<file path="src/rtl/track_plane_residual_histogram_top_defines.svh">
// ----------------------------------------------------------------------------
// Track plane residual histogram: assertion macros
// Immediate-implication and next-cycle checks on the clock and reset ports.
// ----------------------------------------------------------------------------
`ifndef TRACK_PLANE_RESIDUAL_HISTOGRAM_TOP_DEFINES_SVH
`define TRACK_PLANE_RESIDUAL_HISTOGRAM_TOP_DEFINES_SVH
`ifndef NO_ASSERTIONS
`define TPRH_ASSERT_IMP(lbl, pre, post) \
   lbl: assert property (@(posedge clock) disable iff (reset) (pre) |-> (post)) \
      else $error("tprh check failed");
`define TPRH_ASSERT_NXT(lbl, pre, post) \
   lbl: assert property (@(posedge clock) disable iff (reset) (pre) |=> (post)) \
      else $error("tprh check failed");
`else
`define TPRH_ASSERT_IMP(lbl, pre, post)
`define TPRH_ASSERT_NXT(lbl, pre, post)
`endif
`endif

</file>
<file path="src/rtl/tprh_pkg.sv">
// ----------------------------------------------------------------------------
// Track plane residual histogram package
// Codes, widths and the request/result structs of the shared units.
// ----------------------------------------------------------------------------
package tprh_pkg;
   localparam int DVD_W = 66;
   localparam int QUO_W = 41;
   localparam int NUM_W = 34;
   localparam int OFS_W = 42;
   localparam int ERR_W = 44;

   localparam logic [1:0] ACT_HEADER = 2'd0;
   localparam logic [1:0] ACT_TRACK  = 2'd1;
   localparam logic [1:0] ACT_READ   = 2'd2;

   localparam logic [2:0] STS_FILLED     = 3'd0;
   localparam logic [2:0] STS_NO_HITS    = 3'd1;
   localparam logic [2:0] STS_NO_TRACKS  = 3'd2;
   localparam logic [2:0] STS_FEW_POINTS = 3'd3;
   localparam logic [2:0] STS_ZERO_DZ    = 3'd4;
   localparam logic [2:0] STS_READ       = 3'd5;

   localparam logic [2:0] REG_FILL_WEIGHT = 3'd0;
   localparam logic [2:0] REG_REFERENCE_Z = 3'd1;
   localparam logic [2:0] REG_Z_SHIFT     = 3'd2;
   localparam logic [2:0] REG_BIN_WIDTH   = 3'd3;
   localparam logic [2:0] REG_MIN_POINTS  = 3'd4;

   localparam logic [47:0]      SUM_MAX   = '1;
   localparam logic [QUO_W-1:0] OFS_LIMIT = {1'b1, {(QUO_W-1){1'b0}}};

   typedef struct packed {
      logic             start;
      logic [DVD_W-1:0] dividend;
      logic [31:0]      divisor;
   } div_req_type;

   typedef struct packed {
      logic             done;
      logic             sat;
      logic [QUO_W-1:0] quo;
   } div_res_type;

   typedef struct packed {
      logic        start;
      logic [63:0] value;
   } sqrt_req_type;

   typedef struct packed {
      logic        done;
      logic [31:0] root;
   } sqrt_res_type;
endpackage

</file>
<file path="src/rtl/tprh_div.sv">
// ----------------------------------------------------------------------------
// Restoring divider
// 66-bit dividend by 32-bit divisor, one quotient bit per cycle; keeps the
// low 41 quotient bits and flags any set bit above them.
// ----------------------------------------------------------------------------
module tprh_div
   import tprh_pkg::*;
(
   input  logic        clock,
   input  logic        reset,
   input  div_req_type req,
   output div_res_type res
);
   localparam int CNT_W = $clog2(DVD_W);

   logic             busy_ff;
   logic             done_ff;
   logic             sat_ff;
   logic [CNT_W-1:0] cnt_ff;
   logic [DVD_W-1:0] dvd_ff;
   logic [31:0]      dvs_ff;
   logic [31:0]      rem_ff;
   logic [QUO_W-1:0] quo_ff;
   logic [32:0]      trial;
   logic             ge;

   assign trial = {rem_ff, dvd_ff[DVD_W-1]};
   assign ge    = trial >= {1'b0, dvs_ff};

   always_ff @(posedge clock) begin
      if (reset) begin
         busy_ff <= 1'b0;
         done_ff <= 1'b0;
         cnt_ff  <= '0;
      end else begin
         done_ff <= 1'b0;
         if (req.start) begin
            busy_ff <= 1'b1;
            cnt_ff  <= CNT_W'(DVD_W - 1);
         end else if (busy_ff) begin
            cnt_ff <= cnt_ff - 1'b1;
            if (cnt_ff == '0) begin
               busy_ff <= 1'b0;
               done_ff <= 1'b1;
            end
         end
      end
   end

   always_ff @(posedge clock) begin
      if (req.start) begin
         dvd_ff <= req.dividend;
         dvs_ff <= req.divisor;
         rem_ff <= '0;
         quo_ff <= '0;
         sat_ff <= 1'b0;
      end else if (busy_ff) begin
         dvd_ff <= {dvd_ff[DVD_W-2:0], 1'b0};
         rem_ff <= ge ? 32'(trial - {1'b0, dvs_ff}) : trial[31:0];
         quo_ff <= {quo_ff[QUO_W-2:0], ge};
         // a quotient bit above the kept range means saturation
         if (ge && (cnt_ff >= CNT_W'(QUO_W))) begin
            sat_ff <= 1'b1;
         end
      end
   end

   assign res.done = done_ff;
   assign res.sat  = sat_ff;
   assign res.quo  = quo_ff;
endmodule

</file>
<file path="config.mk">
export PLATFORM = sky130hd
export DESIGN_NAME = tprh_div
export DESIGN_NICKNAME = d
export VERILOG_FILES = /design/src/rtl/track_plane_residual_histogram_top_defines.svh /design/src/rtl/tprh_pkg.sv /design/src/rtl/tprh_div.sv
export SDC_FILE = /design/constraint.sdc
export NUM_CORES = 1
export LEC_CHECK = 0
export BUFFER_PORTS_ARGS = -buffer_cell sky130_fd_sc_hd__buf_2
export CAP_MARGIN = 20
export CORE_MARGIN = 5
export CORE_UTILIZATION = 40
export DETAILED_ROUTE_END_ITERATION = 10
export GPL_ROUTABILITY_DRIVEN = 0
export GPL_TIMING_DRIVEN = 0
export PLACE_DENSITY = 0.69
export SKIP_CTS_REPAIR_TIMING = 1
export SYNTH_ARGS = -nofsm -noshare
export SYNTH_HDL_FRONTEND = slang
export SYNTH_SLANG_ARGS = --single-unit
export TNS_END_PERCENT = 1
</file>
<file path="constraint.sdc">
create_clock -name clock -period 3.7 [get_ports clock]
set_input_delay 0.37 -clock clock [delete_from_list [all_inputs] [get_ports clock]]
set_output_delay 0.37 -clock clock [all_outputs]
set_load 0.02 [all_outputs]
</file>
# --- After elaboration in Yosys (flattened, before gate mapping) ---
# Cells that the tools add are included.
totals:
  reg_bits: 181
  out_inout_bits: 43
  word_cells: 29
classes:
  add_sub_neg: 2
  magnitude_cmp: 2
  mux: 9
  bitwise: 1
  reduce_logical: 6
ops:
  columns: ["operator", "count"]
  rows:
  - ["66-bit 2-to-1 mux", 2]
  - ["33-bit by 32-bit >= comparator with 1-bit output", 1]
  - ["32-bit 2-to-1 mux", 1]
  - ["32-bit subtractor", 1]
  - ["7-bit 2-to-1 mux", 2]
  - ["7-bit by 6-bit >= comparator with 1-bit output (second input constant)", 1]
  - ["7-bit zero test", 1]
  - ["7-bit by 1-bit subtractor with 7-bit output (second input constant)", 1]
  - ["1-bit 2-to-1 mux", 4]
  - ["3-bit OR reduction", 1]
  - ["2-bit AND reduction", 1]
  - ["2-bit nonzero test", 1]
  - ["2-bit OR reduction", 1]
  - ["1-bit logical AND", 1]
  - ["1-bit NOT", 1]

# --- Logic depth before layout (Yosys ltp) ---
logic_depth:
  ltp_word: 4
  ltp_mapped: 14
  depth_no_buf: 12

# --- Worst setup path after synthesis ---
# Ideal clock, no wire load.
synth_timing:
  path_kind: "input to register"
  start: "input port req[98] (netlist name)"
  end: "register dvd_ff[0] (enable)"
  setup_ns: 0.426
  t_arrival_ns: 2.471
  slack_ns: 0.804
  cell_stages: 4
  path_buffers: 2
  cell_sequence: "clkbuf_1 clkbuf_1 inv_1 nand2_1"
synth_between:
  elab_chain_cells: 1
synth_lines:
  columns: ["element", "line_no", "rtl"]
  rows:
  - ["from (decl)", "tprh_div.sv:11", "input div_req_type req,"]
  - ["2-bit nonzero test (no source line)", null, null]
  - ["to (signal assigned)", "tprh_div.sv:52", "dvd_ff <= req.dividend;"]
  - ["to (signal assigned)", "tprh_div.sv:58", "dvd_ff <= {dvd_ff[DVD_W-2:0], 1'b0};"]
  - ["to (decl)", "tprh_div.sv:20", "logic [DVD_W-1:0] dvd_ff;"]
# Every way passes these cells.
# A chain may end at the register's enable or synchronous reset.

# --- Worst setup path in the final report ---
layout_timing:
  start: "register dvs_ff[1]"
  end: "register rem_ff[27]"
layout_between:
  elab_chain_cells: 2
layout_lines:
  columns: ["element", "line_no", "rtl"]
  rows:
  - ["from (decl)", "tprh_div.sv:21", "logic [31:0] dvs_ff;"]
  - ["from (signal assigned)", "tprh_div.sv:53", "dvs_ff <= req.divisor;"]
  - ["32-bit subtractor / 33-bit by 32-bit >= comparator with 1-bit output (equally long branches)", "tprh_div.sv:59, tprh_div.sv:28", null]
  - ["32-bit 2-to-1 mux *", "tprh_div.sv:59", "rem_ff <= ge ? 32'(trial - {1'b0, dvs_ff}) : trial[31:0];"]
  - ["to (signal assigned)", "tprh_div.sv:59", null]
  - ["to (decl)", "tprh_div.sv:22", "logic [31:0] rem_ff;"]
# Every way passes the cells marked *; elsewhere a longest branch is shown, timed or not.

==> impl_metrics.yaml <==
floorplan:
  dieArea_um2: 25500
  core_um2: 22000
  die_y_um: 160
  row_count: 54
  ios: 144
  die_w_um: 160
  initial_core_util: 0.409
sta:
  rsz0062_at_grt: "no"
  setup_violations: 0
  hold_viol_final: 0
  timing.hold.ws_ns: 0.108
  finalMaxSlewViolations: 0
  fin_crit_sh: 0.879
  layout_min_cycle_time_ns: 3.25
  tightest_slew_ns: 0.873
  max_freq_ghz: 0.307
  skew_ns: 0.0109
  maxSlewHeadroom: 0.418
worst_setup_path:
  path_delay_family: "compound AO/OA/AOI/OAI gates"
  crit_slowest_cell: "or4_4"
  path_cells: "inv_1 > ha_1 > nor2b_1 > o31ai_2 > a211oi_1 > or4_4 > a31oi_1 > o31ai_1 > a221oi_1 > xor2_1 > o21ai_0"
  cp_max_fo: 4
  cpPeakStageDelay_ns: 0.54
  crit_type: "flop to flop"
  r2r_slack_ns: 0.45
  critical_path_buf_inv_count: 1
  worstPathArrival_ns: 3.56
  crit_path_end_kind: "flop"
  critPathRequiredTime_ns: 4.01
  start_kind: "flop"
synthesis:
  synth_largest_area_cell: "edfxtp_1"
  netlist.area_leader.share: 0.328
  yosysWarnings: 0
  async_flop_share: 0
  ys_seq_area_frac: 0.513
  netlist_top_cells_count: "nor2_1, edfxtp_1, dfxtp_1"
  synthTopCellsByArea: "edfxtp_1, dfxtp_1, mux2_2"
  syn_inst: 810
  yosys.cell_types.count: 61
  syn_area_um2: 8980
  synth-edff-count: 98
  syn_avg_cell_area_um2: 11.1
  synth_most_common_cell: "nor2_1"
  ys.flop_type: "edfxtp_1"
  ys_ff_latch: 181
  syn_nets: 947
cts:
  path_clk_slew_ns: 0.07
  cts_buffer_depth: 2
  clock_latency_ns: 0.44
  cts_root_buf: "clkbuf_16"
  cts_tree: "yes"
  clock_sinks: 181
  ctsHtreeMaxLevel: 4
  numCtsBuffers: 17
drt:
  dr.pass1.iters: 5
  drtIter0Drc: 279
  drtAntennaViolNets: 0
  drc: 0
  routed_via_density: 5.14
  wirelength_um: 20000
  vias: 6501
  wl_per_cell_um: 15.8
layout:
  num-nets-final: 1109
  syn_to_final_growth_pct: 18.8
  drive_gt1_frac: 0.265
power_and_ir_drop:
  p_leak_nw: 4.45
  p_per_area_nw_per_um2: 481
  p_total_mw: 5.13
  ir_worst_vdd_uv: 321
global_route:
  grt_pass1_vias: 6629
  globalRouteTotalUtil: 0.159
  grt_max_degree: 67
  grt_pass1_wl_um: 33400
  antenna_found_initial: 9
  gr-total-overflow: 0
run_status:
  run_status: "complete, no violations"
hold_path:
  hold_path.class: "primary input to flop"
place:
  port_buffers: 143
  hpwl_um: 14600
job:
  max-cap-violations: 0
## layout by cell type, fill, tap and decap left out, drive strengths merged, types with 31 or more instances in the layout
master and instances:
dfxtp 83, clkbuf 51, mux2 67, nor2 103, inv 56, mux2i 67
nand2 31, buf 157, a21oi 35, ha 35, a211oi 31, edfxtp 98
## per-layer routing
metal  up-vias  wire length, µm  global-route usage
li1       3242                -                   -
met1      3037             8830               0.194
met5         -              113                   0
met2       166             9170               0.261
met3        40             1590              0.0675
met4        16              284              0.0426
## area by class of cell
type	instances	area, µm²
multi-input cells	533	4000
flip-flops and latches	181	4600
diodes	1	2.50
repair buffers	143	716
plain buffers	48	206
fillers	2043	11300
clock inverters	15	183
clock buffers	17	425
inverters	48	180
well taps	280	350
## worst paths after layout
check | endpoint | cells past startpoint | from
max | rem_ff[27] | 11 | dvs_ff[1]
min | dvs_ff[1] | 1 | req[1]
max reg2reg | rem_ff[27] | 11 | dvs_ff[1]
min reg2reg | sat_ff | 2 | sat_ff
## cells by family after synthesis
logic type,count (synthesis),share of synthesized area
xor+xnor,34,0.0332
buf+inv,96,0.0431
flops,181,0.513
mux,134,0.159
compound gates,145,0.111
simple gates,184,0.0902
fa+ha+maj,36,0.0510
## power breakdown
part	switching, mW	internal [mW]
clock network	0.862	1.03
registers	0.0622	2.29
logic	0.492	0.395
## state kept, by name, summed over array words and instances, names as in the netlist
| name | count |
|---|---|
| rem_ff | 32 |
| dvd_ff | 66 |
| sat_ff | 1 |
| dvs_ff | 32 |
| quo_ff | 41 |
| cnt_ff | 7 |
| busy_ff | 1 |
| done_ff | 1 |
## metrics by stage
stage	cell area (µm²)	cells	worst slack, ns	setup TNS (ns)	util
floorplan	8980	810	0.804	0	-
global placement	10000	1233	-0.951	-62.62	0.457
detailed placement	10100	1233	0.357	0	0.458
CTS	10700	1265	0.446	0	0.486
global route	10700	1266	0.228	0	0.486
finish	10700	1266	0.447	0	0.486
## worst register-to-register path, cell delays in order, from the launching register on
cell and delay (ns):
edfxtp_1 0.42, inv_1 0.06, ha_1 0.30, nor2b_1 0.15
o31ai_2 0.30, a211oi_1 0.13, or4_4 0.54, a31oi_1 0.34
o31ai_1 0.20, a221oi_1 0.33, xor2_1 0.23, o21ai_0 0.12
(Power assumes the default switching activity.)
