[config.mk]
export PLATFORM = sky130hd
export DESIGN_NAME = tprh_sqrt
export DESIGN_NICKNAME = d
export VERILOG_FILES = /design/src/rtl/track_plane_residual_histogram_top_defines.svh /design/src/rtl/tprh_pkg.sv /design/src/rtl/tprh_sqrt.sv
export SDC_FILE = /design/constraint.sdc
export NUM_CORES = 1
export LEC_CHECK = 0
export BUFFER_PORTS_ARGS = -buffer_cell sky130_fd_sc_hd__buf_2
export CORE_ASPECT_RATIO = 0.9
export CORE_MARGIN = 2
export CORE_UTILIZATION = 59
export DETAILED_ROUTE_END_ITERATION = 8
export GPL_TIMING_DRIVEN = 0
export PLACE_DENSITY = 0.78
export SLEW_MARGIN = 15
export SYNTH_ARGS = -nofsm -noshare
export SYNTH_HDL_FRONTEND = slang
export SYNTH_SLANG_ARGS = --single-unit
export TNS_END_PERCENT = 5
[constraint.sdc]
create_clock -name clock -period 10.1 [get_ports clock]
set_clock_uncertainty 0.1 [all_clocks]
set_input_delay 0.505 -clock clock [delete_from_list [all_inputs] [get_ports clock]]
set_output_delay 0.505 -clock clock [all_outputs]
set_load 0.02 [all_outputs]
[src/rtl/track_plane_residual_histogram_top_defines.svh]
// ----------------------------------------------------------------------------
// Track plane residual histogram: assertion macros
// Immediate-implication and next-cycle checks on the clock and reset ports.
// ----------------------------------------------------------------------------
`ifndef TRACK_PLANE_RESIDUAL_HISTOGRAM_TOP_DEFINES_SVH
`define TRACK_PLANE_RESIDUAL_HISTOGRAM_TOP_DEFINES_SVH
`ifndef NO_ASSERTIONS
`define TPRH_ASSERT_IMP(lbl, pre, post) \
   lbl: assert property (@(posedge clock) disable iff (reset) (pre) |-> (post)) \
      else $error("tprh check failed");
`define TPRH_ASSERT_NXT(lbl, pre, post) \
   lbl: assert property (@(posedge clock) disable iff (reset) (pre) |=> (post)) \
      else $error("tprh check failed");
`else
`define TPRH_ASSERT_IMP(lbl, pre, post)
`define TPRH_ASSERT_NXT(lbl, pre, post)
`endif
`endif

[src/rtl/tprh_pkg.sv]
// ----------------------------------------------------------------------------
// Track plane residual histogram package
// Codes, widths and the request/result structs of the shared units.
// ----------------------------------------------------------------------------
package tprh_pkg;
   localparam int DVD_W = 66;
   localparam int QUO_W = 41;
   localparam int NUM_W = 34;
   localparam int OFS_W = 42;
   localparam int ERR_W = 44;

   localparam logic [1:0] ACT_HEADER = 2'd0;
   localparam logic [1:0] ACT_TRACK  = 2'd1;
   localparam logic [1:0] ACT_READ   = 2'd2;

   localparam logic [2:0] STS_FILLED     = 3'd0;
   localparam logic [2:0] STS_NO_HITS    = 3'd1;
   localparam logic [2:0] STS_NO_TRACKS  = 3'd2;
   localparam logic [2:0] STS_FEW_POINTS = 3'd3;
   localparam logic [2:0] STS_ZERO_DZ    = 3'd4;
   localparam logic [2:0] STS_READ       = 3'd5;

   localparam logic [2:0] REG_FILL_WEIGHT = 3'd0;
   localparam logic [2:0] REG_REFERENCE_Z = 3'd1;
   localparam logic [2:0] REG_Z_SHIFT     = 3'd2;
   localparam logic [2:0] REG_BIN_WIDTH   = 3'd3;
   localparam logic [2:0] REG_MIN_POINTS  = 3'd4;

   localparam logic [47:0]      SUM_MAX   = '1;
   localparam logic [QUO_W-1:0] OFS_LIMIT = {1'b1, {(QUO_W-1){1'b0}}};

   typedef struct packed {
      logic             start;
      logic [DVD_W-1:0] dividend;
      logic [31:0]      divisor;
   } div_req_type;

   typedef struct packed {
      logic             done;
      logic             sat;
      logic [QUO_W-1:0] quo;
   } div_res_type;

   typedef struct packed {
      logic        start;
      logic [63:0] value;
   } sqrt_req_type;

   typedef struct packed {
      logic        done;
      logic [31:0] root;
   } sqrt_res_type;
endpackage

[src/rtl/tprh_sqrt.sv]
// ----------------------------------------------------------------------------
// Integer square root
// Floor square root of a 64-bit value, one result bit per cycle.
// ----------------------------------------------------------------------------
module tprh_sqrt
   import tprh_pkg::*;
(
   input  logic         clock,
   input  logic         reset,
   input  sqrt_req_type req,
   output sqrt_res_type res
);
   logic        busy_ff;
   logic        done_ff;
   logic [4:0]  cnt_ff;
   logic [63:0] v_ff;
   logic [63:0] r_ff;
   logic [63:0] bit_ff;
   logic [63:0] trial;
   logic        ge;

   assign trial = r_ff + bit_ff;
   assign ge    = v_ff >= trial;

   always_ff @(posedge clock) begin
      if (reset) begin
         busy_ff <= 1'b0;
         done_ff <= 1'b0;
         cnt_ff  <= '0;
      end else begin
         done_ff <= 1'b0;
         if (req.start) begin
            busy_ff <= 1'b1;
            cnt_ff  <= '1;
         end else if (busy_ff) begin
            cnt_ff <= cnt_ff - 1'b1;
            if (cnt_ff == '0) begin
               busy_ff <= 1'b0;
               done_ff <= 1'b1;
            end
         end
      end
   end

   always_ff @(posedge clock) begin
      if (req.start) begin
         v_ff   <= req.value;
         r_ff   <= '0;
         bit_ff <= {2'b01, 62'b0};
      end else if (busy_ff) begin
         if (ge) begin
            v_ff <= v_ff - trial;
            r_ff <= (r_ff >> 1) + bit_ff;
         end else begin
            r_ff <= r_ff >> 1;
         end
         bit_ff <= bit_ff >> 2;
      end
   end

   assign res.done = done_ff;
   assign res.root = r_ff[31:0];
endmodule

# Word level (Yosys, flattened, before mapping)
# Cells that the tools add are included.
# op_classes
n_addsub	4
reduce_logical	5
n_mux	10
n_bitwise	1
magnitude_cmp	1
# op_table
operator	count
$mux 64	4
$add 63x63->64	1
$add 64x63->64	1
$ge 64x64->1	1
$sub 64x64->64	1
$mux 5	2
$logic_not 5->1	1
$sub 5x1->5 const B	1
$mux 1	4
$reduce_bool 2->1	2
$reduce_or 3->1	1
$reduce_and 2->1	1
$not 1->1	1
# totals
word_cells	27
inputBits	67
ff_bits	167
out_inout_bits	33

# Logic depth before layout (Yosys ltp)
# depth
ltp_word	5
ltp_mapped	28
depth_no_buf	24

# Least setup slack after synthesis
# No wires, ideal clock.
# synth_path
path_type	register to register
startpoint	register r_ff[2]
endpoint	register v_ff[0] (enable)
setup_slack_ps	3610
path_stages_with_launch	22
arrival_time_ps	5966
setup_time_ps	424
required_time_ps	9576
period_less_slack_ps	6490
cell_sequence	dfxtp_1 ha_1 a31oi_1 o21ai_1 a211o_1 o2bb2ai_1 a21oi_1 a31oi_1 o21bai_1 nor2b_4 o21a_1 xnor2_1 ha_1 clkbuf_1 nand4_1 or2_2 nor4_1 nand2_1 o211a_1 o21ai_1 nand2_1 nand2_1
# synth_between
elab_chain_len	4
# synth_rtl
element	line_no	rtl
start, declared	tprh_sqrt.sv:17	logic [63:0] r_ff;
start signal, assigned	tprh_sqrt.sv:53	r_ff <= (r_ff >> 1) + bit_ff;
start signal, assigned	tprh_sqrt.sv:55	r_ff <= r_ff >> 1;
$add 64x63->64	tprh_sqrt.sv:22	assign trial = r_ff + bit_ff;
$ge 64x64->1	tprh_sqrt.sv:23	assign ge = v_ff >= trial;
$reduce_bool 2->1 (no source line)	n/a	
$reduce_and 2->1 (no source line)	n/a	
end signal, assigned	tprh_sqrt.sv:47	v_ff <= req.value;
end signal, assigned	tprh_sqrt.sv:52	v_ff <= v_ff - trial;
end, declared	tprh_sqrt.sv:16	logic [63:0] v_ff;
# Every way passes these cells.
# A chain may end at the register's enable or synchronous reset.

# Final worst setup path
# layout_path
startpoint	register r_ff[2]
endpoint	register r_ff[12]
# layout_between
elab_chain_len	3
# layout_rtl
element	line_no	rtl
$add 64x63->64	tprh_sqrt.sv:22	
$ge 64x64->1	tprh_sqrt.sv:23	
$mux 64 (*)	tprh_sqrt.sv:51	if (ge) begin
# Mark *: on every way between the ends. The rest lies on a longest branch, timed or not.

==> flow_metrics.py <==
metrics = {
    "clock_network": {
        "clock_latency_ns": 0.45,
        "cts.sink_count": 167,
        "htree_levels": 4,
        "hold_buffers": 0,
        "cts.clk_slew.worst_paths_ns": 0.07,
        "post_cts_buffers": 0,
        "tritoncts": "yes",
        "numCtsBuffers": 17,
        "clockBufferDepth": 2,
        "ctsRootBufferMaster": "clkbuf_16",
        "post_cts_resized": 0,
    },
    "place": {
        "hpwl_um": 38200,
        "io_buffers": 98,
        "gp_congestion": 0.996,
        "post-place-cells": 2422,
    },
    "die": {
        "io_pins": 100,
        "die_area_um2": 27400,
        "die_h_um": 157,
        "fp.dieW_um": 174,
        "rows": 56,
        "start_util_pct": 59.5,
        "core-area_um2": 25900,
    },
    "critical_path": {
        "worstPathMaxFanout": 10,
        "cp_top_family": "compound AO/OA/AOI/OAI gates",
        "cpPeakStageDelay_ns": 0.64,
        "start_kind": "flip-flop",
        "cp.required_ns": 10.35,
        "cp.arrival_ns": 7.89,
        "r2r_setup_slack_ns": 2.46,
        "critical_path_buf_inv_count": 4,
        "path_class": "flip-flop to flip-flop",
        "reg2reg_depth": 25,
        "r2r-end": "r_ff[12]",
        "reg2reg_from": "r_ff[2]",
        "critPathSlowestCell": "clkbuf_1",
        "cp-end-kind": "flip-flop",
    },
    "power": {
        "power_density_nw_per_um2": 225,
        "clkPwrFrac_pct": 18.5,
        "ir_drop_uv": 144,
        "intPower_mw": 2.07,
        "switching_share_pct": 45.6,
        "combinationalPowerShare_pct": 55.6,
        "pwr-share-seq_pct": 25.9,
        "p_sw_mw": 1.74,
        "total_leakage_power_nw": 6.67,
    },
    "min_path": {
        "hold_start": "reset",
        "min_path_type": "primary input to flip-flop",
        "min_to": "cnt_ff[4]",
        "min_path_cells": 2,
    },
    "synthesis": {
        "yosys_warnings": 0,
        "synth_simple_gate_area_share_pct": 18.9,
        "synth_xor_area_share_pct": 8.55,
        "ys_seq_area_share_pct": 25.9,
        "syn_area_per_cell_um2": 7.79,
        "synth_area_leaders": "dfxtp_1 13%, edfxtp_1 13%, ha_1 11%",
        "synth_top_family_by_area": "compound AO/OA/AOI/OAI gates",
        "syn_nets": 2174,
        "yosys.area.top_type": "dfxtp_1",
        "ys_types": 84,
        "synthFlopType": "dfxtp_1",
        "synth_seq_cells": 167,
        "yosys.area.top_type_share_pct": 13.4,
        "synth-async-reset-ratio_pct": 0,
        "synthAdderAreaFrac_pct": 10.9,
        "synth_edf_count": 64,
        "syn_inst": 1974,
        "synth-compound-area-share_pct": 27.2,
        "synth.area.mux_share_pct": 2.88,
        "ys_top_cells_by_count": "227 x nand2_1, 202 x nor2_1, 179 x o21ai_0",
        "yosysMostFrequentCell": "nand2_1",
        "synth.cell_area_um2": 15400,
    },
    "global_route": {
        "grt_pass1_wl_um": 79100,
        "antenna_found_initial": 0,
        "grt_usage_pct": 36.5,
        "grt_pass1_vias": 14742,
        "globalRouteOverflowTotal": 0,
        "grt_start_max_net_pins": 37,
    },
    "routing": {
        "vias": 15945,
        "drtIter0Drc": 1910,
        "drt_pass1_iterations": 6,
        "postRouteWirelength_um": 50500,
        "drc_errors": 0,
        "drt-vias-per-instance": 6.50,
        "wl_per_cell_um": 20.6,
        "antenna_left": 0,
    },
    "sta": {
        "max_freq_mhz": 131,
        "finalMaxSlewViolations": 0,
        "hold_slack_ns": 0.219,
        "worst_pin_slew_ns": 1.15,
        "relSlewSlack_pct": 23.5,
        "min_period_over_period_pct": 75.6,
        "setup_viol": 0,
        "rsz0062_at_grt": "false",
        "period_minus_slack_ns": 7.64,
        "tns_ns": 0,
        "hold_violations": 0,
    },
    "final_layout": {
        "fin_cells": 2454,
        "diodes": 0,
        "syn_to_final_growth_pct": 10.2,
        "finalNetCount": 2293,
        "fill_cells": 2331,
        "drive_above_1_share_pct": 10.1,
    },
    "outcome": {
        "status": "completed",
    },
    "run": {
        "drv_cap": 0,
    },
}
==> how the worst max path moves through the flow <==
stage | startpoint | endpoint | slack [ns] | cells past startpoint
2_1_floorplan | r_ff[2] | v_ff[0] | 3.61 | 21
5_1_grt | r_ff[2] | v_ff[33] | 2.15 | 21
3_5_place_dp | r_ff[2] | v_ff[33] | 2.79 | 21
3_3_place_gp | r_ff[2] | v_ff[33] | 1.15 | 20
6_report | r_ff[2] | r_ff[12] | 2.46 | 25
4_1_cts | r_ff[2] | v_ff[33] | 2.72 | 21
==> state kept, by name, summed over array words and instances, names as in the netlist <==
| signal | flops |
|---|---|
| v_ff | 64 |
| cnt_ff | 5 |
| r_ff | 64 |
| bit_ff | 32 |
| done_ff | 1 |
| busy_ff | 1 |
==> kinds of logic (layout without fill, tap and decap cells) <==
logic type	count (synthesis)	count (layout)
DFF	167	167
and+or+nand+nor	641	641
buffers and inverters	196	328
muxes	44	44
xor gates and xnor gates	150	150
adders and majority gates	133	133
AOI/OAI and AO/OA	643	643
==> cells in the final DEF, fill, tap and decap left out, types with 9 or more instances in the layout <==
cell | synthesis | layout
buf_4 | 33 | 33
mux2i_1 | 42 | 42
xor2_1 | 67 | 67
nand3_1 | 37 | 37
ha_1 | 132 | 132
nand2b_1 | 12 | 12
or3_1 | 18 | 18
a21o_1 | 52 | 52
nor2_1 | 202 | 202
nand2_1 | 227 | 226
o21a_1 | 20 | 20
inv_1 | 55 | 55
nor2b_1 | 14 | 14
buf_2 | 9 | 107
a31o_2 | 14 | 14
a311oi_1 | 21 | 21
a31oi_1 | 58 | 58
nor3_1 | 32 | 32
nand4_1 | 44 | 44
dfxtp_1 | 103 | 103
xnor2_1 | 83 | 83
and3_1 | 11 | 11
a221oi_1 | 9 | 9
o21bai_1 | 31 | 31
a21oi_1 | 130 | 130
clkbuf_1 | 91 | 92
o21ai_0 | 179 | 179
edfxtp_1 | 64 | 64
nor4_1 | 10 | 10
o31ai_1 | 12 | 12
clkbuf_16 | 0 | 18
o211ai_1 | 11 | 11
a211oi_1 | 27 | 27
==> metrics by stage <==
step | total power [mW] | setup slack (ns) | util (%) | instance area (um2)
after global placement | 3.01 | 1.15 | 63.0 | 16300
after detailed placement | 3.04 | 2.79 | 63.2 | 16300
after CTS | 3.75 | 2.72 | 65.5 | 16900
after floorplan | 2.50 | 3.61 | - | 15400
final | 3.81 | 2.46 | 65.5 | 16900
after global routing | 4.04 | 2.15 | 65.5 | 16900
==> power by group through the flow <==
stage               Sequential (mW)  Clock, mW  Combinational [mW]
finish                        0.985      0.706                2.12
global route                  0.999      0.727                2.32
CTS                           0.980      0.706                2.06
detailed placement            0.994          0                2.04
global placement              0.995          0                2.01
floorplan                     0.958          0                1.54
==> layer usage <==
layer  wire (um)  track usage, %  vias up
li1            -               -     7472
met5           0               0        -
met2       21400            54.9      876
met3        5260            7.17      100
met4        1280            12.1        0
met1       22600            52.4     7497
==> final cells by class <==
class / instances / area [um2] / area share, %
clock buffers: 19 / 454 / 2.68
repair buffers: 100 / 520 / 3.07
multi-input cells: 1611 / 10500 / 62.1
well taps: 348 / 435 / 2.57
inverters: 56 / 210 / 1.24
clock inverters: 13 / 149 / 0.879
plain buffers: 140 / 662 / 3.91
flip-flops and latches: 167 / 3980 / 23.5
(Power assumes the default switching activity.)
